$ cat config.mk
export PLATFORM = sky130hd
export DESIGN_NAME = ghi_serdiv
export DESIGN_NICKNAME = d
export VERILOG_FILES = /design/src/sv/ghi_pkg.sv /design/src/sv/ghi_serdiv.sv
export SDC_FILE = /design/constraint.sdc
export NUM_CORES = 1
export LEC_CHECK = 0
export BUFFER_PORTS_ARGS = -buffer_cell sky130_fd_sc_hd__buf_4
export CELL_PAD_IN_SITES_DETAIL_PLACEMENT = 1
export CELL_PAD_IN_SITES_GLOBAL_PLACEMENT = 2
export CORE_UTILIZATION = 37
export DETAILED_ROUTE_END_ITERATION = 10
export PLACE_DENSITY_LB_ADDON = 0.1
export REMOVE_ABC_BUFFERS = 1
export SYNTH_ARGS = -nofsm -noshare
export SYNTH_HDL_FRONTEND = slang
export SYNTH_SLANG_ARGS = --single-unit
$ cat constraint.sdc
create_clock -name i_clk -period 6.18 [get_ports i_clk]
set_clock_uncertainty 0.2 [all_clocks]
set_input_delay 0.927 -clock i_clk [delete_from_list [all_inputs] [get_ports i_clk]]
set_output_delay 0.927 -clock i_clk [all_outputs]
set_load 0.01 [all_outputs]
$ cat src/sv/ghi_pkg.sv
// Package for the gyro heading integrator: widths, fixed-point constants,
// payload structs and the sequencer state type. No dependencies.
`default_nettype none

package ghi_pkg;

    // Field widths
    localparam int RATE_W = 24;
    localparam int TIME_W = 32;
    localparam int HEAD_W = 26;
    localparam int DZ_W   = 24;
    localparam int CNT_W  = 8;
    localparam int SUM_W  = 32;

    // Serial arithmetic widths
    localparam int MUL_W     = 32;             // operand width of the serial multiplier
    localparam int PROD_W    = 2 * MUL_W;
    localparam int DIV_NUM_W = 64;             // dividend and quotient width
    localparam int DIV_DEN_W = 20;             // divisor width (holds one million)
    localparam int H_W       = 45;             // heading sum before wrap and clamp
    localparam int DELTA_W   = 44;             // magnitude bits of the increment

    // Defaults and constants
    localparam int CAL_SAMPLES_DEF = 200;
    localparam logic [DZ_W-1:0] DEADZONE_RST = DZ_W'(13107);
    localparam logic [MUL_W-1:0] DEG_PER_RAD_Q16 = MUL_W'(3754936);
    localparam logic [DIV_DEN_W-1:0] US_PER_S = DIV_DEN_W'(1000000);
    localparam int HALF_TURN = 11796480;
    localparam int FULL_TURN = 23592960;
    localparam int FRAC_HALF = 32768;          // half of 2^16, for rounding the conversion

    typedef struct packed {
        logic signed [RATE_W-1:0] gyro_rate;
        logic [TIME_W-1:0]        time_us;
    } t_in_item;

    typedef struct packed {
        logic signed [HEAD_W-1:0] heading;
        logic                     calibrating;
        logic signed [RATE_W-1:0] bias;
    } t_out_item;

    typedef enum logic [3:0] {
        ST_IDLE,
        ST_CAL_DIV,
        ST_MUL_DEG,
        ST_CHK,
        ST_MUL_DT,
        ST_DIV_DT,
        ST_SUM,
        ST_WRAP,
        ST_SAT,
        ST_OUT
    } t_state;

endpackage

`default_nettype wire

$ cat src/sv/ghi_serdiv.sv
// Restoring serial divider: one quotient bit per cycle, unsigned operands.
// Depends on ghi_pkg for dividend and divisor widths.
`default_nettype none

module ghi_serdiv
    import ghi_pkg::*;
(
    input  wire logic                  i_clk,
    input  wire logic                  i_rst_n,
    input  wire logic                  i_start,
    input  wire logic [DIV_NUM_W-1:0]  i_num,
    input  wire logic [DIV_DEN_W-1:0]  i_den,
    output logic                       o_done,
    output logic [DIV_NUM_W-1:0]       o_quot
);

    localparam int CW = $clog2(DIV_NUM_W);

    logic [DIV_NUM_W-1:0] r_q;
    logic [DIV_DEN_W-1:0] r_rem;
    logic [DIV_DEN_W-1:0] r_den;
    logic [CW-1:0]        r_cnt;
    logic                 r_busy;
    logic                 r_done;
    logic [DIV_DEN_W:0]   w_rem_sh;
    logic [DIV_DEN_W:0]   w_diff;
    logic                 w_fits;

    // bring down the next dividend bit and try the subtraction
    assign w_rem_sh = {r_rem, r_q[DIV_NUM_W-1]};
    assign w_diff   = w_rem_sh - {1'b0, r_den};
    assign w_fits   = (w_rem_sh >= {1'b0, r_den});

    // control
    always_ff @(posedge i_clk) begin
        if (!i_rst_n) begin
            r_busy <= 1'b0;
            r_done <= 1'b0;
            r_cnt  <= '0;
        end else begin
            r_done <= 1'b0;
            if (i_start) begin
                r_busy <= 1'b1;
                r_cnt  <= '0;
            end else if (r_busy) begin
                r_cnt <= r_cnt + 1'b1;
                if (r_cnt == CW'(DIV_NUM_W - 1)) begin
                    r_busy <= 1'b0;
                    r_done <= 1'b1;
                end
            end
        end
    end

    // dividend shifts out at the top while quotient bits shift in at the bottom
    always_ff @(posedge i_clk) begin
        if (i_start) begin
            r_q   <= i_num;
            r_den <= i_den;
            r_rem <= '0;
        end else if (r_busy) begin
            r_q   <= {r_q[DIV_NUM_W-2:0], w_fits};
            r_rem <= w_fits ? w_diff[DIV_DEN_W-1:0] : w_rem_sh[DIV_DEN_W-1:0];
        end
    end

    assign o_done = r_done;
    assign o_quot = r_q;

endmodule

`default_nettype wire

==> run summary, run 1 <==
Synth async-reset ratio: 0
Core Area: 14,750 um2
Synth Area in Compound Gates: 0.1089
drt initial violations: 183
layout cells sized above 1: 0.3899
via density per instance: 5.359
maximum VDD drop: 0.0001512 V
worst hold stages: 2
DRC viols: 0
cts repair resizes: 0
post-synth top area share: 0.4427
Synth Area in Adders: 0.04963
number of port buffers: 151
initial antenna violation count: 0
FP Rows: 44
I/O Pins: 152
RSZ-0062 raised after global routing: false
total CTS buffers: 9
worst setup margin: 2.615 ns
largest net degree at the start of global routing: 65
GRT overflow: 0
routed vias: 4,271
Slew headroom: 0.2991
final setup fails: 0
maximum clock rate: 280.5 MHz
CTS Hold Buffers Added: 0
Worst-Margin Slew: 1.049 ns
Worst Reg2Reg Path Length in Cells: 9
post-synthesis sequential area ratio: 0.5411
crit path time final: 3.565 ns
drt first pass iters: 4
Starting Density: 0.3862
Synth top cells by count: 84 x edfxtp_1, 64 x mux2_2, 33 x nand2_1
Crit Path Category: reg2reg
clk_lat worst skew: 0.36 ns
Post-synth EDFFs: 84
Seq cells post-synth: 112
final hold viol count: 0
most numerous cell in the Yosys netlist: edfxtp_1
LEAKAGE: 2.991 nW
n_diodes: 0
main combinational cell family by area after synthesis: multiplexers
outcome: completed
simple-gate share of the synthesized area: 0.1043
antenna viol nets, final: 0
leading area contributor after synthesis: edfxtp_1
CTS tree: yes
clock sinks: 112
Max clock buf depth: 2
Area contributors post-synth: edfxtp_1 44%, mux2_2 13%, dfxtp_1 9.8%
DR WL/cell: 17.74 um
syn_area_per_cell: 12.23 um2
total of max-cap violations: 0
Die W: 126.1 um
final critical-path share of the clock period: 0.5768
Area growth, synth to finish: 27.73%
GPL Wtd Cong: 0.7692
pre-CTS setup slack: 2.592 ns
CP Max Fanout: 19
Pwr Density: 261.4 nW/um2
WHS: 0.2836 ns
clk root buf: clkbuf_16
DIE AREA: 15,900 um2
global-route wire length before repair: 23,000 um
Mapped Cells: 466
HPWL after DPL: 10,130 um
XOR/XNOR Fraction of Synth Area: 0.02613
mux share of post-synthesis cell area: 0.1318
H-tree depth: 3
Die Y: 126.1 um
Max Slew Vio Count: 0
WP data arrival: 3.61 ns
worst min-delay path category: reg2reg
nets: 717
GR Util All Layers: 0.1852
mapped cell area: 5698 um2
setup TNS: 0 ns
Critical Path Source Type: register
total setup buffers inserted after CTS: 0
Fillers: 1,576
WP data required: 6.23 ns
CP Capture Type: register
Primary FF master, synth: edfxtp_1
Total Routed Length: 14,140 um
Clock transition at path regs: 0.08 ns
Yosys warning count: 0
vias in the first global route: 4,498
Yosys cell types: 58
-- worst max-delay path, cell delays in order (launching register included) --
cell and delay (ns):
edfxtp_1 0.33, inv_1 0.04, ha_1 0.34, o211ai_1 0.18, a21oi_1 0.10, o41a_1 0.47, o41ai_4 0.58, o311a_1 0.75
nor2_1 0.11, a221o_1 0.36
-- layout by cell type (no fill, tap or decap), drive strengths merged, types with 3 or more instances in the layout --
master	count
ha	21
o311ai	6
a21o	6
xnor2	11
o21ai	14
nand4	6
a31oi	3
mux2i	3
o41ai	3
nor3	3
edfxtp	84
nand3	7
clkbuf	9
nand2b	6
a211oi	4
xor2	6
buf	154
inv	30
a32oi	5
nand4b	3
nor2b	3
nand3b	6
mux2	64
nor4	4
clkinv	5
o211ai	3
and3	4
o21bai	4
nand2	33
a311oi	9
nor2	32
a21oi	10
dfxtp	28
-- where the power goes --
group	leakage [nW]	internal, W	switching, W
combinational	1.78	0.000200	0.000201
sequential	1.07	0.000888	0.0000367
clock	0.141	0.000281	0.000295
total	2.99	0.00137	0.000533
-- sequential cells by signal (all words and copies together) (netlist names) --
signal,flops
r_busy,1
o_done,1
o_quot,64
r_den,20
r_rem,20
r_cnt,6
-- worst paths after layout --
check | start | endpoint | slack (ns)
max | r_den[2]$_DFFE_PP_ | r_rem[16]$_SDFFE_PP0P_ | 2.62
max reg2reg | r_den[2]$_DFFE_PP_ | r_rem[16]$_SDFFE_PP0P_ | 2.62
min reg2reg | r_cnt[5]$_SDFFE_PP0P_ | o_done$_SDFF_PP0_ | 0.28
min | r_cnt[5]$_SDFFE_PP0P_ | o_done$_SDFF_PP0_ | 0.28
-- through the flow --
| step | cells | power (W) | area, um2 | util |
|---|---|---|---|---|
| after floorplan | 443 | 0.001159 | 5585 | - |
| after global placement | 781 | 0.001335 | 6989 | 0.4737 |
| after detailed placement | 781 | 0.001346 | 6989 | 0.4737 |
| after CTS | 797 | 0.001931 | 7278 | 0.4933 |
| after global routing | 797 | 0.001993 | 7278 | 0.4933 |
| final | 797 | 0.001902 | 7278 | 0.4933 |
-- cells by family (layout without fill, tap and decap cells) --
kind of cell,after synthesis,count (layout)
AOI/OAI and AO/OA,81,81
xor gates and xnor gates,17,17
adders and majority gates,22,22
buffers and inverters,51,198
DFF,112,112
muxes,67,67
and+or+nand+nor,116,116
-- layout make-up --
cell class / count / area (um2) / area share
Clock buffer: 9 / 225.2 / 0.03094
Inverter: 28 / 105.1 / 0.01444
Multi-Input combinational cell: 303 / 2415 / 0.3318
Sequential cell: 112 / 3083 / 0.4236
Tap cell: 184 / 230.2 / 0.03163
Timing Repair Buffer: 154 / 1156 / 0.1588
Clock inverter: 7 / 63.81 / 0.008767
-- metal layers --
layer | wire length, um | vias to the layer above | global-route usage
met2 | 6678 | 111 | 0.3074
met3 | 1224 | 13 | 0.08751
met5 | 0 | - | 0
met1 | 6052 | 2101 | 0.2117
li1 | - | 2046 | -
met4 | 187 | 0 | 0.05528
Note: power is estimated with default switching activity, not from simulation.
==> inputs of run 2 (changes only) <==
Settings changed: CORE_UTILIZATION 37 to 31.
Clock period 6.18 ns to 3.2 ns, I/O delays scaled along.
==> run summary, run 2 (same netlist as run 1, synthesis figures left out) <==
I/O Pins: 152
LEAKAGE: 3.142 nW
commonest non-fill, non-tap cell in the layout: buf_4
Core Util, Final: 0.4240
outcome: completed
routed vias: 4,341
WP data arrival: 2.87 ns
largest net degree at the start of global routing: 72
most frequent cells in the layout: 177 x buf_4, 84 x edfxtp_1, 64 x mux2_2
r2r setup slk: 0.24 ns
drt initial violations: 164
DR WL/cell: 16.97 um
maximum clock rate: 338.3 MHz
Clk pwr share: 0.318
max reg flops: 64
GR Util All Layers: 0.1632
GPL Wtd Cong: 0.7675
global-route wire length before repair: 23,670 um
Sw Ratio: 0.2762
Starting Density: 0.3172
total of max-cap violations: 0
Worst-Margin Slew: 0.6022 ns
Int Pwr: 0.002778 W
dpl cells: 854
maximum VDD drop: 0.0002740 V
initial antenna violation count: 0
Clock transition at path regs: 0.08 ns
Total Routed Length: 14,770 um
n_diodes: 0
Crit Path Category: reg2reg
clk_lat worst skew: 0.36 ns
Area growth, synth to finish: 33.68%
cts repair resizes: 0
H-tree depth: 3
RSZ-0062 raised after global routing: false
Fillers: 1,947
Pwr Density: 503.9 nW/um2
Max Slew Vio Count: 0
FP Rows: 49
NetSw: 0.001060 W
CP Capture Type: register
nets: 745
CTS tree: yes
total CTS buffers: 9
Comb power frac: 0.216
Critical Path Source Type: register
final critical-path share of the clock period: 0.9238
final hold viol count: 0
DRC viols: 0
DIE AREA: 18,930 um2
CP Max Fanout: 10
crit path time final: 2.956 ns
Finished Layout Cells: 870
Die W: 137.6 um
Die Y: 137.6 um
number of port buffers: 151
drt first pass iters: 4
WP data required: 3.11 ns
Slew headroom: 0.5933
clk root buf: clkbuf_16
Design Area, Final: 7617 um2
worst min-delay path category: in2reg
final setup fails: 0
vias in the first global route: 4,661
Core Area: 17,960 um2
sequential power share: 0.466
CTS Hold Buffers Added: 0
via density per instance: 4.990
Max clock buf depth: 2
layout cells sized above 1: 0.4181
antenna viol nets, final: 0
GRT overflow: 0
HPWL after DPL: 10,870 um
clock sinks: 112
dpl cell area: 7296 um2
total setup buffers inserted after CTS: 0
[run 2: worst max-delay path, stage by stage, from the launching register on]
cell and delay (ns):
edfxtp_1 0.34, inv_1 0.04, ha_1 0.34, o211ai_1 0.18, a21oi_1 0.10, o41a_1 0.41, o41ai_4 0.33, buf_4 0.21
o311ai_2 0.11, buf_4 0.20, mux2_2 0.26
[run 2: worst paths after layout]
path	from	to	cells past startpoint
worst max-delay path	r_den[2]$_DFFE_PP_	o_quot[0]$_DFFE_PP_	10
worst min-delay path	i_den[4]	r_den[4]$_DFFE_PP_	1
worst max register to register	r_den[2]$_DFFE_PP_	o_quot[0]$_DFFE_PP_	10
worst min register to register	r_cnt[5]$_SDFFE_PP0P_	o_done$_SDFF_PP0_	2
[run 2: per-stage QoR]
| stage | TNS [ns] | total power (W) | setup slack (ns) | hold slack, ns |
|---|---|---|---|---|
| 2_1_floorplan | -2.680 | 0.002238 | -0.2666 | 0.2447 |
| 3_3_place_gp | 0 | 0.002642 | 0.2336 | 0.2739 |
| 3_5_place_dp | 0 | 0.002659 | 0.2067 | 0.2786 |
| 4_1_cts | 0 | 0.003910 | 0.1683 | 0.07188 |
| 5_1_grt | 0 | 0.004045 | 0.04099 | 0.07218 |
| 6_report | 0 | 0.003838 | 0.2438 | 0.09168 |
[run 2: power by group through the flow]
stage / sequential [W] / clock [W] / combinational (W)
5_1_grt: 0.00181 / 0.00132 / 0.000915
2_1_floorplan: 0.00185 / 0 / 0.000384
4_1_cts: 0.00179 / 0.00128 / 0.000843
6_report: 0.00179 / 0.00122 / 0.000830
3_3_place_gp: 0.00181 / 0 / 0.000827
3_5_place_dp: 0.00182 / 0 / 0.000839
[run 2: layout make-up]
type,count,area [um2],share of cell area
Multi-Input combinational cell,303,2405,0.3157
Clock inverter,7,92.59,0.01216
Inverter,28,105.1,0.01380
Tap cell,229,286.5,0.03761
Clock buffer,9,225.2,0.02957
Sequential cell,112,3083,0.4047
Timing Repair Buffer,182,1420,0.1864
[run 2: per-layer routing]
metal  up-vias  share of wire  GRT usage
met1      2136           0.43     0.1937
li1       2098              -          -
met4         0         0.0095    0.04212
met5         -              0          0
met3         9          0.066    0.05850
met2        98           0.50     0.2778
==> inputs of run 3 (changes only) <==
Settings changed: CORE_UTILIZATION 31 to 32, CTS_BUF_LIST set to sky130_fd_sc_hd__clkbuf_8.
==> run summary, run 3 (same netlist as run 1, synthesis figures left out) <==
GR Util All Layers: 0.1665
DR WL/cell: 16.94 um
Starting Density: 0.3283
worst hold stages: 1
Comb power frac: 0.233
total setup buffers inserted after CTS: 0
CP Max Fanout: 7
Max clock buf depth: 2
pre-CTS setup slack: 0.1719 ns
DRC viols: 0
Clk pwr share: 0.262
Top Family by Delay on Critical Path: simple AND/OR/NAND/NOR gates
Core Area: 17,360 um2
total power: 0.003539 W
GRT overflow: 0
vias in the first global route: 4,688
RSZ-0062 raised after global routing: false
WP data arrival: 3.09 ns
Worst-Margin Slew: 0.8821 ns
Max Slew Vio Count: 0
clk_lat worst skew: 0.39 ns
LEAKAGE: 3.073 nW
Clock transition at path regs: 0.12 ns
crit path time final: 2.982 ns
Pwr Density: 474.3 nW/um2
initial antenna violation count: 0
largest net degree at the start of global routing: 106
final critical-path share of the clock period: 0.9318
CTS tree: yes
FF+latch area: 3083 um2
clock sinks: 112
WP buf/inv: 2
final hold viol count: 0
most frequent cells in the layout: 178 x buf_4, 84 x edfxtp_1, 64 x mux2_2
NetSw: 0.001017 W
r2r setup slk: 0.22 ns
routed vias: 4,303
maximum VDD drop: 0.0002363 V
Levels on crit path: 10
maximum clock rate: 335.4 MHz
total CTS buffers: 9
Die Y: 135.4 um
Die W: 135.4 um
Slew headroom: 0.4119
Sw Ratio: 0.2874
worst setup margin: 0.2182 ns
clk root buf: clkbuf_8
drt initial violations: 157
Core Util, Final: 0.4299
Hold EP: r_den[3]$_DFFE_PP_
I/O Pins: 152
H-tree depth: 3
worst reg2reg endpoint: r_rem[1]$_SDFFE_PP0P_
worst min-delay path category: in2reg
outcome: completed
nets: 743
layout cells sized above 1: 0.4147
R2R Path Start: r_den[12]$_DFFE_PP_
Worst Reg2Reg Path Length in Cells: 10
Fillers: 1,889
final setup fails: 0
commonest non-fill, non-tap cell in the layout: buf_4
sequential power share: 0.504
DIE AREA: 18,340 um2
antenna viol nets, final: 0
drt first pass iters: 4
CP Capture Type: register
Area growth, synth to finish: 30.96%
Worst Hold Launch: i_den[3]
n_diodes: 0
delay of the slowest critical-path stage: 0.46 ns
setup TNS: 0 ns
via density per instance: 4.980
HPWL after DPL: 10,520 um
area occupied by multi-input gates: 2405 um2
total of max-cap violations: 0
Int Pwr: 0.002522 W
Crit Path Category: reg2reg
GPL Wtd Cong: 0.7674
global-route wire length before repair: 23,750 um
number of port buffers: 151
WP data required: 3.31 ns
Slowest cell on crit path: or4b_1
worst path cell trace: inv_1, ha_1, and3_1, nand4_1, or2_1, o41a_1, o311a_1, buf_4, or4b_1, o311ai_1
Total Routed Length: 14,630 um
max reg flops: 64
FP Rows: 48
Critical Path Source Type: register
run 3: worst max-delay path by stage:
stage / from / endpoint / slack (ns)
after CTS: o_quot[63]$_DFFE_PP_ / r_rem[18]$_SDFFE_PP0P_ / 0.15
after global placement: o_quot[63]$_DFFE_PP_ / r_rem[18]$_SDFFE_PP0P_ / 0.20
after global routing: r_den[12]$_DFFE_PP_ / r_rem[1]$_SDFFE_PP0P_ / 0.01
after detailed placement: o_quot[63]$_DFFE_PP_ / r_rem[18]$_SDFFE_PP0P_ / 0.17
final: r_den[12]$_DFFE_PP_ / r_rem[1]$_SDFFE_PP0P_ / 0.22
after floorplan: r_den[11]$_DFFE_PP_ / r_rem[15]$_SDFFE_PP0P_ / -0.27
run 3: power groups by stage:
stage / sequential [W] / clock, W / combinational [W]
after global routing: 0.00180 / 0.00102 / 0.000905
after global placement: 0.00181 / 0 / 0.000816
final: 0.00178 / 0.000929 / 0.000825
after detailed placement: 0.00182 / 0 / 0.000835
after CTS: 0.00179 / 0.000980 / 0.000839
after floorplan: 0.00185 / 0 / 0.000384
run 3: worst reg2reg max path: cells and delay by family, from the launching register on:
kind	cells	cell delay (ns)
and+or+nand+nor	4	1.07
DFF	1	0.35
adders and majority gates	1	0.36
buffers and inverters	2	0.23
AOI/OAI and AO/OA	3	0.69
run 3: area by class of cell:
| class | count | share of cell area |
|---|---|---|
| clock buffer | 9 | 0.01660 |
| clock inverter | 7 | 0.01174 |
| inverter | 28 | 0.01408 |
| multi-input combinational | 303 | 0.3223 |
| sequential | 112 | 0.4131 |
| tap | 225 | 0.03773 |
| timing repair buffer | 180 | 0.1844 |
run 3: layer usage:
layer,part of all wire,GRT usage,wire (um)
met5,0,0,0
met4,0.012,0.04869,181
met3,0.057,0.05238,840
met2,0.50,0.2823,7300
met1,0.43,0.2015,6311
run 3: per-stage QoR:
stage / instance area [um2] / cells / hold slack (ns)
floorplan: 5585 / 443 / 0.2447
global placement: 7251 / 848 / 0.2728
detailed placement: 7251 / 848 / 0.2840
CTS: 7462 / 864 / 0.01472
global route: 7462 / 864 / 0.01228
finish: 7462 / 864 / 0.05092
run 3: repair_timing:
action | CTS | global route
hold buffers | 0 | 0
hold endpoints to repair | 0 | 0
endpoints found under the setup margin | 0 | 1
resized for setup | 0 | 1
