--- config.mk ---
export PLATFORM = sky130hd
export DESIGN_NAME = ghi_sermul
export DESIGN_NICKNAME = d
export VERILOG_FILES = /design/src/sv/ghi_pkg.sv /design/src/sv/ghi_sermul.sv
export SDC_FILE = /design/constraint.sdc
export NUM_CORES = 1
export LEC_CHECK = 0
export ABC_AREA = 1
export BUFFER_PORTS_ARGS = -buffer_cell sky130_fd_sc_hd__buf_4
export CAP_MARGIN = 20
export CORE_ASPECT_RATIO = 1.75
export CORE_MARGIN = 1.5
export CORE_UTILIZATION = 30
export DETAILED_ROUTE_END_ITERATION = 10
export PLACE_DENSITY = 0.56
export SLEW_MARGIN = 15
export SYNTH_ARGS = -nofsm -noshare
export SYNTH_HDL_FRONTEND = slang
export SYNTH_SLANG_ARGS = --single-unit
export TNS_END_PERCENT = 1
--- constraint.sdc ---
create_clock -name i_clk -period 2.1 [get_ports i_clk]
set_input_delay 0.42 -clock i_clk [delete_from_list [all_inputs] [get_ports i_clk]]
set_output_delay 0.42 -clock i_clk [all_outputs]
set_load 0.005 [all_outputs]
--- src/sv/ghi_pkg.sv ---
// Package for the gyro heading integrator: widths, fixed-point constants,
// payload structs and the sequencer state type. No dependencies.
`default_nettype none

package ghi_pkg;

    // Field widths
    localparam int RATE_W = 24;
    localparam int TIME_W = 32;
    localparam int HEAD_W = 26;
    localparam int DZ_W   = 24;
    localparam int CNT_W  = 8;
    localparam int SUM_W  = 32;

    // Serial arithmetic widths
    localparam int MUL_W     = 32;             // operand width of the serial multiplier
    localparam int PROD_W    = 2 * MUL_W;
    localparam int DIV_NUM_W = 64;             // dividend and quotient width
    localparam int DIV_DEN_W = 20;             // divisor width (holds one million)
    localparam int H_W       = 45;             // heading sum before wrap and clamp
    localparam int DELTA_W   = 44;             // magnitude bits of the increment

    // Defaults and constants
    localparam int CAL_SAMPLES_DEF = 200;
    localparam logic [DZ_W-1:0] DEADZONE_RST = DZ_W'(13107);
    localparam logic [MUL_W-1:0] DEG_PER_RAD_Q16 = MUL_W'(3754936);
    localparam logic [DIV_DEN_W-1:0] US_PER_S = DIV_DEN_W'(1000000);
    localparam int HALF_TURN = 11796480;
    localparam int FULL_TURN = 23592960;
    localparam int FRAC_HALF = 32768;          // half of 2^16, for rounding the conversion

    typedef struct packed {
        logic signed [RATE_W-1:0] gyro_rate;
        logic [TIME_W-1:0]        time_us;
    } t_in_item;

    typedef struct packed {
        logic signed [HEAD_W-1:0] heading;
        logic                     calibrating;
        logic signed [RATE_W-1:0] bias;
    } t_out_item;

    typedef enum logic [3:0] {
        ST_IDLE,
        ST_CAL_DIV,
        ST_MUL_DEG,
        ST_CHK,
        ST_MUL_DT,
        ST_DIV_DT,
        ST_SUM,
        ST_WRAP,
        ST_SAT,
        ST_OUT
    } t_state;

endpackage

`default_nettype wire

--- src/sv/ghi_sermul.sv ---
// Radix-2 serial multiplier: one multiplier bit per cycle, unsigned operands.
// Depends on ghi_pkg for operand widths.
`default_nettype none

module ghi_sermul
    import ghi_pkg::*;
(
    input  wire logic              i_clk,
    input  wire logic              i_rst_n,
    input  wire logic              i_start,
    input  wire logic [MUL_W-1:0]  i_a,
    input  wire logic [MUL_W-1:0]  i_b,
    output logic                   o_done,
    output logic [PROD_W-1:0]      o_prod
);

    localparam int CW = $clog2(MUL_W);

    logic [PROD_W-1:0] r_p;
    logic [MUL_W-1:0]  r_a;
    logic [CW-1:0]     r_cnt;
    logic              r_busy;
    logic              r_done;
    logic [MUL_W:0]    w_sum;

    // add the multiplicand into the upper half when the low bit is set
    assign w_sum = {1'b0, r_p[PROD_W-1:MUL_W]} + (r_p[0] ? {1'b0, r_a} : '0);

    // control
    always_ff @(posedge i_clk) begin
        if (!i_rst_n) begin
            r_busy <= 1'b0;
            r_done <= 1'b0;
            r_cnt  <= '0;
        end else begin
            r_done <= 1'b0;
            if (i_start) begin
                r_busy <= 1'b1;
                r_cnt  <= '0;
            end else if (r_busy) begin
                r_cnt <= r_cnt + 1'b1;
                if (r_cnt == CW'(MUL_W - 1)) begin
                    r_busy <= 1'b0;
                    r_done <= 1'b1;
                end
            end
        end
    end

    // shift-add datapath
    always_ff @(posedge i_clk) begin
        if (i_start) begin
            r_a <= i_a;
            r_p <= {{MUL_W{1'b0}}, i_b};
        end else if (r_busy) begin
            r_p <= {w_sum, r_p[MUL_W-1:1]};
        end
    end

    assign o_done = r_done;
    assign o_prod = r_p;

endmodule

`default_nettype wire

==> results of run 1 <==
[critical path: stages (launching register included)]
cell and delay, ns:
edfxtp_1 0.42, buf_6 0.18, buf_12 0.15, nand2_1 0.05, inv_1 0.06, ha_4 0.31, nand2_2 0.12, nor2_2 0.15
nand2_1 0.08, nor2_1 0.14, nand2_2 0.08, nand4_1 0.10, nand3_2 0.12, nand2_1 0.09, inv_1 0.04
[state kept, by name, indices dropped and copies added, names as in the netlist]
| signal | flops |
|---|---|
| o_done | 1 |
| o_prod | 64 |
| r_a | 32 |
| r_busy | 1 |
| r_cnt | 5 |
[where the power goes]
group | switching, mW | internal, mW
sequential | 0.150 | 2.34
clock | 0.871 | 0.839
combinational | 0.918 | 0.892
[worst max path at each step]
stage | cells after the start | startpoint | endpoint | slack (ns)
2_1_floorplan | 14 | o_prod[0] | o_prod[55] | 0.009
3_3_place_gp | 14 | o_prod[0] | o_prod[55] | -0.26
3_5_place_dp | 14 | o_prod[0] | o_prod[55] | -0.28
4_1_cts | 16 | o_prod[0] | o_prod[48] | -0.05
5_1_grt | 17 | o_prod[0] | o_prod[57] | -0.17
6_report | 14 | o_prod[0] | o_prod[55] | -0.11
[layout make-up]
type / instances / share of cell area (%)
clock buffer: 9 / 2.31
clock inverter: 7 / 0.718
inverter: 162 / 6.23
multi-input combinational: 623 / 42.6
sequential: 103 / 27.7
tap: 252 / 3.23
timing repair buffer: 207 / 17.2
[routing by layer]
metal,share of wire [%],wire length [µm],vias to the layer above
met1,35,7410,2924
met5,0,0,-
met3,3.5,738,60
met4,6.5,1390,0
met2,55,11800,159
li1,-,-,3191
[metrics by stage]
| stage | std cells | cell area (µm²) | util, % | hold WS, ns | setup TNS (ns) |
|---|---|---|---|---|---|
| after global placement | 1335 | 8100 | 38.8 | 0.442 | -2.79 |
| after global routing | 1363 | 9760 | 46.8 | 0.203 | -3.06 |
| after CTS | 1359 | 9170 | 44.0 | 0.206 | -0.307 |
| after floorplan | 905 | 6360 | - | 0.434 | 0 |
| final | 1363 | 9760 | 46.8 | 0.219 | -0.826 |
| after detailed placement | 1335 | 8100 | 38.8 | 0.453 | -3.27 |
[cells by family (layout without fill, tap and decap cells)]
kind of cell,after synthesis,count (layout)
AOI/OAI and AO/OA,62,62
and+or+nand+nor,516,516
xor gates and xnor gates,10,10
DFF,103,103
adders and majority gates,35,35
buffers and inverters,179,385
[layout by cell type, fill, tap and decap left out, drive strengths merged]
cell type  count
nand3b         1
xnor2          9
nand2        377
nor2          79
o21ai         21
nand4          3
clkinvlp       1
o21bai         2
clkbuf        11
a32o           4
xor2           1
clkinv         2
nor3           5
a21oi         32
fa             1
a21o           1
and3           1
dfxtp         39
or2            4
nand3         46
inv          166
a211oi         1
edfxtp        64
a22o           1
ha            34
buf          205
[timing repair]
action | 4_1_cts | 5_1_grt
buffers inserted | 7 | 3
endpoints found under the hold margin | 0 | 0
pin swaps | 34 | 80
gates cloned | 1 | 2
gates resized for setup | 142 | 164
endpoints found under the setup margin | 29 | 28
==> reports/results.ini, run 1 <==
[die]
core_area_um2=20800
initial_utilization_pct=30.5
die-area_um2=22100
rows=70
fp.dieW_um=113
floorplan.die.height_um=196
top_level_ports=132

[outcome]
status=complete, but fails checks
violations=setup timing

[routing]
wl_per_cell_um=15.7
finalWirelength_um=21400
vias=6334
viasPerCell=4.65
drtIter0Drc=311
antenna_left=0
drt-pass1-iter-count=5
drc=0

[global_route]
grt_overflow_total=0
grt_pass1_vias=6206
grt_use_met1_pct=18.6
use_met3_pct=3.65
grt_pass1_wl_um=32000
antenna_found_initial=0
grt_usage_pct=19.1
use_met2_pct=36.4
grt_max_degree=37
top_usage_layer=met2

[yosys]
synth-seq-cells=103
synthFlopType=edfxtp_1
synth.most_common_cell=nand2_1
yosys_warnings=0
synth-seq-area-share_pct=42.5
synth_compound_area_share_pct=5.41
netlist.area_leader.share_pct=30.2
synth_adder_area_share_pct=7.00
syn-num-nets=1007
synth_top_family_by_area=simple AND/OR/NAND/NOR gates
synth-edff-count=64
synthMuxAreaShare_pct=0
synth_common_cells=365 x nand2_1, 161 x inv_1, 74 x nor2_1
synthSimpleGateAreaFrac_pct=33.1
async_flop_share_pct=0
syn_inst=905
synth.area.top_cells=edfxtp_1 30%, nand2_1 22%, dfxtp_1 12%
synthXorXnorAreaFrac_pct=1.38
ys_types=31
yosys.area.top_type=edfxtp_1
syn_avg_cell_area_um2=7.03
syn_area_um2=6360

[setup_path]
cp_max_fo=5
cp.arrival_ns=2.47
rr_startpoint=o_prod[0]
rr_worst_depth=14
ff2ff_setup_slack_ns=-0.11
critPathLaunchType=flip-flop
path_class=flip-flop to flip-flop
cp-end-kind=flip-flop
reg2reg_to=o_prod[55]
cp.required_ns=2.36

[cts]
clock-root-buffer=clkbuf_16
cts_buffers=9
cts.sinks=103
clkTransAtPathRegs_ns=0.08
cts_tree=yes
htreeDepth=3
clockBufferDepth=2
hold_buffers=0
worstSkewPairLatency_ns=0.37

[placed_design]
io_buffer_count=131
pre_cts_slack_ns=-0.283
hpwl_um=15800
place_congestion=0.907

[worst_hold_path]
min-delay-start=i_a[18]
min_path_cells=1
whs_endpoint=r_a[18]
hold_class=input pin to flip-flop

[cells_and_area]
drive_gt1_share_pct=43.7
seqCellArea_um2=2700
antenna_cells=0
fin_nets=1208
nFillCells=2078
area_growth_pct=53.3
multiInputGateArea_um2=4160

[pwr]
vdd_drop_max_mv=0.401
total_leakage_power_nw=4.99
power.density_nw_per_um2=616
p_total_mw=6.01

[timing]
min_period_ns=2.21
rsz0062_at_grt=true
setup_slack_ns=-0.112
timing.clock.skew_ns=0.0162
slew_headroom_pct=71.4
slew_violations=0
max_slew.worst_pin.slew_ns=0.428
fmax_mhz=452
post-route-period-util_pct=105
setup_violations=21
final-hold-violation-count=0

[job]
maxCapViolCount=0

No activity file was read; power rests on OpenSTA's default activity.
==> run 2, diff against run 1 <==
--- a/config.mk
+++ b/config.mk
@@ -5,14 +5,12 @@
 export SDC_FILE = /design/constraint.sdc
 export NUM_CORES = 1
 export LEC_CHECK = 0
-export ABC_AREA = 1
 export BUFFER_PORTS_ARGS = -buffer_cell sky130_fd_sc_hd__buf_4
 export CAP_MARGIN = 20
 export CORE_ASPECT_RATIO = 1.75
 export CORE_MARGIN = 1.5
 export CORE_UTILIZATION = 30
 export DETAILED_ROUTE_END_ITERATION = 10
-export PLACE_DENSITY = 0.56
 export SLEW_MARGIN = 15
 export SYNTH_ARGS = -nofsm -noshare
 export SYNTH_HDL_FRONTEND = slang
==> run 2 against run 1 <==
Against the previous run:
- the flow still finishes with violations (setup timing)
- worst hold slack improved by 0.012 ns
- routed wire length fell by 20%
- via count fell by 19%
- fmax fell by 25%
- synthesized cell count fell by 41%
- critical path depth fell by 4
- core utilization fell by 0.66 points
- first-iteration DRC count fell by 38%
- largest cell class unchanged
- largest power group unchanged
==> reports/results.ini, run 2 <==
[timing]
slew_violations=0  ; unchanged
rsz0062_at_grt=true
setup_violations=27  ; +29%
timing.clock.skew_ns=0.00867  ; -0.00750 ns
fmax_mhz=339  ; -25%
max_slew.worst_pin.slew_ns=0.443  ; +0.0145 ns
final-hold-violation-count=0  ; unchanged
setup_slack_ns=-0.851  ; -0.739 ns
post-route-period-util_pct=141  ; +35 points
min_period_ns=2.95  ; +0.739 ns
slew_headroom_pct=70.5  ; -0.93 points

[cells_and_area]
largest_register_ffs=64  ; unchanged
antenna_cells=0  ; unchanged
final_common_cell=buf_4
fin_nets=895  ; -26%
area_growth_pct=50.6
post-route-cell-area_um2=8580  ; -12%
fin_cells=1036  ; -24%
final_cell_mix=266 x buf_4, 64 x edfxtp_1, 39 x nor2_1, 39 x dfxtp_1, 37 x nand2_1
drive_gt1_share_pct=47.4  ; +3.7 points
fin_util_pct=46.2  ; -0.66 points

[pwr]
p_switching_mw=1.64  ; -16%
seq_power_share_pct=42.4  ; +1.0 points
p_total_mw=5.79  ; -3.8%
pwr-share-clk_pct=29.8  ; +1.4 points
comb_power_share_pct=27.8  ; -2.3 points
internal-power_mw=4.15  ; +1.9%
switching_share_pct=28.3  ; -4.0 points
power.density_nw_per_um2=675  ; +9.5%
total_leakage_power_nw=3.76  ; -25%
vdd_drop_max_mv=0.404  ; +0.78%

[global_route]
grt_pass1_vias=5377  ; -13%
grt_usage_pct=17.4  ; -1.7 points
grt_max_degree=33  ; -11%
grt_overflow_total=0  ; unchanged
grt_pass1_wl_um=26600  ; -17%
antenna_found_initial=0  ; unchanged

[yosys]
synth.area.top_cells=edfxtp_1 34%, dfxtp_1 14%, ha_1 7.5%
synth.most_common_cell=edfxtp_1
async_flop_share_pct=0  ; unchanged
yosys.area.top_type=edfxtp_1
syn_avg_cell_area_um2=10.7  ; +52%
synth-edff-count=64  ; unchanged
syn-num-nets=636  ; -37%
synth-seq-area-share_pct=47.5  ; +5.0 points
synth_common_cells=64 x edfxtp_1, 39 x dfxtp_1, 39 x nor2_1
synth-seq-cells=103  ; unchanged
synthFlopType=edfxtp_1
yosys_warnings=0  ; unchanged
syn_area_um2=5700  ; -10%
ys_types=58  ; +87%
syn_inst=534  ; -41%
netlist.area_leader.share_pct=33.7  ; +3.5 points

[cts]
htreeDepth=3  ; unchanged
clock-root-buffer=clkbuf_16
clockBufferDepth=2  ; unchanged
worstSkewPairLatency_ns=0.36  ; about the same
cts_tree=yes
cts.sinks=103  ; unchanged
cts_buffers=9  ; unchanged
clkTransAtPathRegs_ns=0.07  ; about the same

[die]
fp.dieW_um=107  ; -5.3%
rows=66  ; -5.7%
initial_utilization_pct=30.7  ; +0.12 points
core_area_um2=18600  ; -11%
die-area_um2=19900  ; -10%
top_level_ports=132  ; unchanged
floorplan.die.height_um=185  ; -5.3%

[placed_design]
dp.cells=1016  ; -24%
place_congestion=0.895  ; -1.3%
dpl_cell_area_um2=7880  ; -2.7%
io_buffer_count=131  ; unchanged
hpwl_um=12900  ; -18%

[setup_path]
cp-end-kind=flip-flop
critPathMaxStageDelay_ns=0.50  ; +0.08 ns
cp_max_fo=8  ; +3
path_class=flip-flop to flip-flop
crit_buf_inv=1  ; -3
path_cells=buf_6, and2_1, ha_1, a21oi_2, nor2b_1, a2111oi_2, nor2_1, or4b_4, a31o_1, a221o_1
setup.worst_path.start=o_prod[0]
cp.arrival_ns=3.20  ; +0.73 ns
cp.required_ns=2.35  ; about the same
critPathLaunchType=flip-flop
path_delay_family=compound AO/OA/AOI/OAI gates
rr_startpoint=o_prod[0]
slowest_stage=or4b_4

[outcome]
status=complete, but fails checks
violations=setup timing

[worst_hold_path]
hold_class=input pin to flip-flop
min-delay-start=i_a[5]

[routing]
drt-pass1-iter-count=4  ; -1
finalWirelength_um=17200  ; -20%
drc=0  ; unchanged
drtIter0Drc=193  ; -38%
wl_per_cell_um=16.6  ; +5.6%
viasPerCell=4.92  ; +5.9%
vias=5099  ; -19%
antenna_left=0  ; unchanged

[job]
maxCapViolCount=0  ; unchanged

==> run 2: power by group through the flow <==
stage               logic, mW  clock network (mW)  registers, mW
floorplan               0.676                   0           2.48
global placement         1.45                   0           2.49
detailed placement       1.48                   0           2.49
CTS                      1.56                1.76           2.46
global route             1.75                1.83           2.48
finish                   1.61                1.73           2.46
==> run 2: kinds of logic after synthesis <==
kind of cell,share of synthesized area (%)
buffers and inverters,2.94
AOI/OAI and AO/OA,14.7
muxes,8.08
DFF,47.5
and+or+nand+nor,15.3
xor gates and xnor gates,3.69
adders and majority gates,7.82
==> run 2: cell type report <==
cell class              count  area (µm²)
clock buffers               9         225
repair buffers            271        2050
clock inverters             7        70.1
inverters                   9        33.8
fillers                  1755       10000
flip-flops and latches    103        2700
well taps                 238         298
multi-input cells         399        3190
==> run 2: timing repair <==
item	CTS	global route
setup buffers	4	0
resized for setup	45	37
pin swaps	18	13
hold buffers	0	0
cloned	0	0
endpoints found under the setup margin	29	29
==> run 2: metal layers <==
| metal | wire (µm) | global-route usage [%] | up-vias |
|---|---|---|---|
| li1 | - | - | 2495 |
| met1 | 6200 | 17.2 | 2455 |
| met2 | 9780 | 33.8 | 119 |
| met3 | 581 | 3.24 | 30 |
| met4 | 595 | 8.69 | 0 |
| met5 | 0 | 0 | - |
==> run 2: path summary, 6_finish.rpt <==
kind,slack [ns],cells after the start,to
worst max-delay path,-0.85,10,o_prod[60]
worst min-delay path,0.23,1,r_a[5]
worst max register to register,-0.85,10,o_prod[60]
worst min register to register,0.51,2,r_cnt[4]
==> run 2: metrics by stage <==
stage | TNS [ns] | hold slack [ns] | setup WS [ns]
finish | -12.05 | 0.232 | -0.851
CTS | -13.26 | 0.223 | -0.848
floorplan | -8.98 | 0.466 | -0.767
detailed placement | -19.46 | 0.501 | -0.999
global route | -15.04 | 0.222 | -0.933
global placement | -18.35 | 0.479 | -0.979
==> run 2: worst register-to-register path, cell delays in order, from the launching register on <==
cell	delay (ns)
edfxtp_1	0.45
buf_6	0.17
and2_1	0.14
ha_1	0.34
a21oi_2	0.19
nor2b_1	0.09
a2111oi_2	0.33
nor2_1	0.12
or4b_4	0.50
a31o_1	0.19
a221o_1	0.31
==> run 3, diff against run 2 <==
--- a/config.mk
+++ b/config.mk
@@ -11,7 +11,7 @@
 export CORE_MARGIN = 1.5
 export CORE_UTILIZATION = 30
 export DETAILED_ROUTE_END_ITERATION = 10
-export SLEW_MARGIN = 15
+export PLACE_DENSITY = 0.57
 export SYNTH_ARGS = -nofsm -noshare
 export SYNTH_HDL_FRONTEND = slang
 export SYNTH_SLANG_ARGS = --single-unit
==> run 3 against run 2 <==
Against the previous run:
- the flow still finishes with violations (setup timing)
- clock-buffer cell count did not move
- setup slack better by 0.023 ns
- largest power group unchanged
- sequential power barely moved
- clock skew about the same
- critical endpoint unchanged
- global-route usage rose by 0.096 points
==> reports/results.ini, run 3 (same netlist as run 2, synthesis figures left out) <==
[outcome]
status=complete, but fails checks
violations=setup timing

[timing]
rsz0062_at_grt=true
tns_ns=-13.19  ; -1.13 ns
setup_slack_ns=-0.827  ; +0.0231 ns
setup_violations=27  ; unchanged
slew_violations=0  ; unchanged
timing.clock.skew_ns=0.00827  ; -0.000400 ns
min_period_ns=2.93  ; -0.0231 ns
slew_headroom_pct=71.3  ; +0.85 points
post-route-period-util_pct=139  ; -1.1 points
final-hold-violation-count=0  ; unchanged
fmax_mhz=342  ; +0.79%
max_slew.worst_pin.slew_ns=0.430  ; -0.0128 ns

[setup_path]
crit_buf_inv=2  ; +1
path_delay_family=compound AO/OA/AOI/OAI gates
cp.arrival_ns=3.19  ; about the same
cp-end-kind=flip-flop
path_class=flip-flop to flip-flop
path_cells=buf_6, buf_12, and2_4, ha_4, a21oi_4, o211ai_1, a2111oi_2, nor2_1, or4b_4, a31o_1, a221o_1
critPathMaxStageDelay_ns=0.50  ; about the same
slowest_stage=or4b_4
critPathLaunchType=flip-flop
cp.required_ns=2.36  ; about the same
cp_max_fo=9  ; +1

[routing]
drtIter0Drc=156  ; -19%
finalWirelength_um=17100  ; -0.30%
wl_per_cell_um=16.5  ; -0.40%
drc=0  ; unchanged
antenna_left=0  ; unchanged
vias=5110  ; +0.22%
viasPerCell=4.93  ; +0.12%
drt-pass1-iter-count=4  ; unchanged

[cts]
cts.sinks=103  ; unchanged
clockBufferDepth=2  ; unchanged
clkTransAtPathRegs_ns=0.07  ; about the same
cts_tree=yes
clock-root-buffer=clkbuf_16
cts_buffers=9  ; unchanged
hold_buffers=0  ; unchanged
worstSkewPairLatency_ns=0.37  ; about the same
htreeDepth=3  ; unchanged

[placed_design]
dp.cells=1012  ; -0.39%
dpl_cell_area_um2=7870  ; about the same
pre_cts_slack_ns=-0.917  ; +0.0813 ns
hpwl_um=12900  ; -0.71%
place_congestion=0.899  ; +0.44%
io_buffer_count=131  ; unchanged

[die]
floorplan.die.height_um=185  ; unchanged
rows=66  ; unchanged
top_level_ports=132  ; unchanged
fp.dieW_um=107  ; unchanged
die-area_um2=19900  ; unchanged
core_area_um2=18600  ; unchanged
initial_utilization_pct=30.7  ; unchanged

[global_route]
use_met3_pct=3.94  ; +0.70 points
grt_use_met1_pct=17.6  ; +0.42 points
use_met2_pct=32.3  ; -1.5 points
grt_usage_pct=17.5  ; +0.096 points
grt_pass1_vias=5382  ; +0.093%
top_usage_layer=met2
grt_overflow_total=0  ; unchanged
grt_max_degree=43  ; +30%
antenna_found_initial=0  ; unchanged
grt_pass1_wl_um=26600  ; -0.23%

[cells_and_area]
drive_gt1_share_pct=48.4  ; +1.1 points
fin_cells=1037  ; +0.097%
largest_register_ffs=64  ; unchanged
antenna_cells=0  ; unchanged
post-route-cell-area_um2=8660  ; +1.0%
final_cell_mix=266 x buf_4, 64 x edfxtp_1, 39 x nor2_1, 39 x dfxtp_1, 36 x nand2_1
area_growth_pct=52.1
final_common_cell=buf_4
fin_nets=896  ; +0.11%

[worst_hold_path]
hold_class=input pin to flip-flop

[pwr]
total_leakage_power_nw=3.78  ; +0.37%
power.density_nw_per_um2=674  ; -0.16%
p_total_mw=5.84  ; +0.87%
vdd_drop_max_mv=0.543  ; +34%

[job]
maxCapViolCount=0  ; unchanged

-- run 3: final timing paths --
kind	from	endpoint	slack, ns	depth (start not counted)
worst max-delay path	o_prod[0]	o_prod[60]	-0.83	11
worst min-delay path	i_a[15]	r_a[15]	0.22	1
worst max register to register	o_prod[0]	o_prod[60]	-0.83	11
worst min register to register	r_cnt[4]	r_cnt[4]	0.52	2
-- run 3: metrics by stage --
step	util, %	hold WS (ns)
2_1_floorplan	-	0.466
3_3_place_gp	42.4	0.481
3_5_place_dp	42.4	0.514
4_1_cts	45.9	0.211
5_1_grt	46.6	0.214
6_report	46.6	0.223
-- run 3: timing repair --
action / 4_1_cts / 5_1_grt
cloned: 1 / 0
pin swaps: 27 / 14
setup buffers: 8 / 0
resized for setup: 56 / 28
setup endpoints to repair: 28 / 29
-- run 3: metal layers --
metal	wire length (µm)	vias to the layer above	share of wire, %
met2	9380	134	55
li1	-	2500	-
met4	847	0	5.0
met3	734	57	4.3
met5	0	-	0
met1	6150	2419	36
-- run 3: power breakdown --
group | internal (mW) | leakage, nW | switching [mW]
clock | 0.942 | 0.153 | 0.832
combinational | 0.878 | 2.67 | 0.734
sequential | 2.35 | 0.954 | 0.104
-- run 3: area by class of cell --
cell class              count  area (µm²)
clock buffers               9         225
clock inverters             7        77.6
fillers                  1744        9920
inverters                   9        33.8
multi-input cells         399        3230
flip-flops and latches    103        2700
well taps                 238         298
repair buffers            272        2100
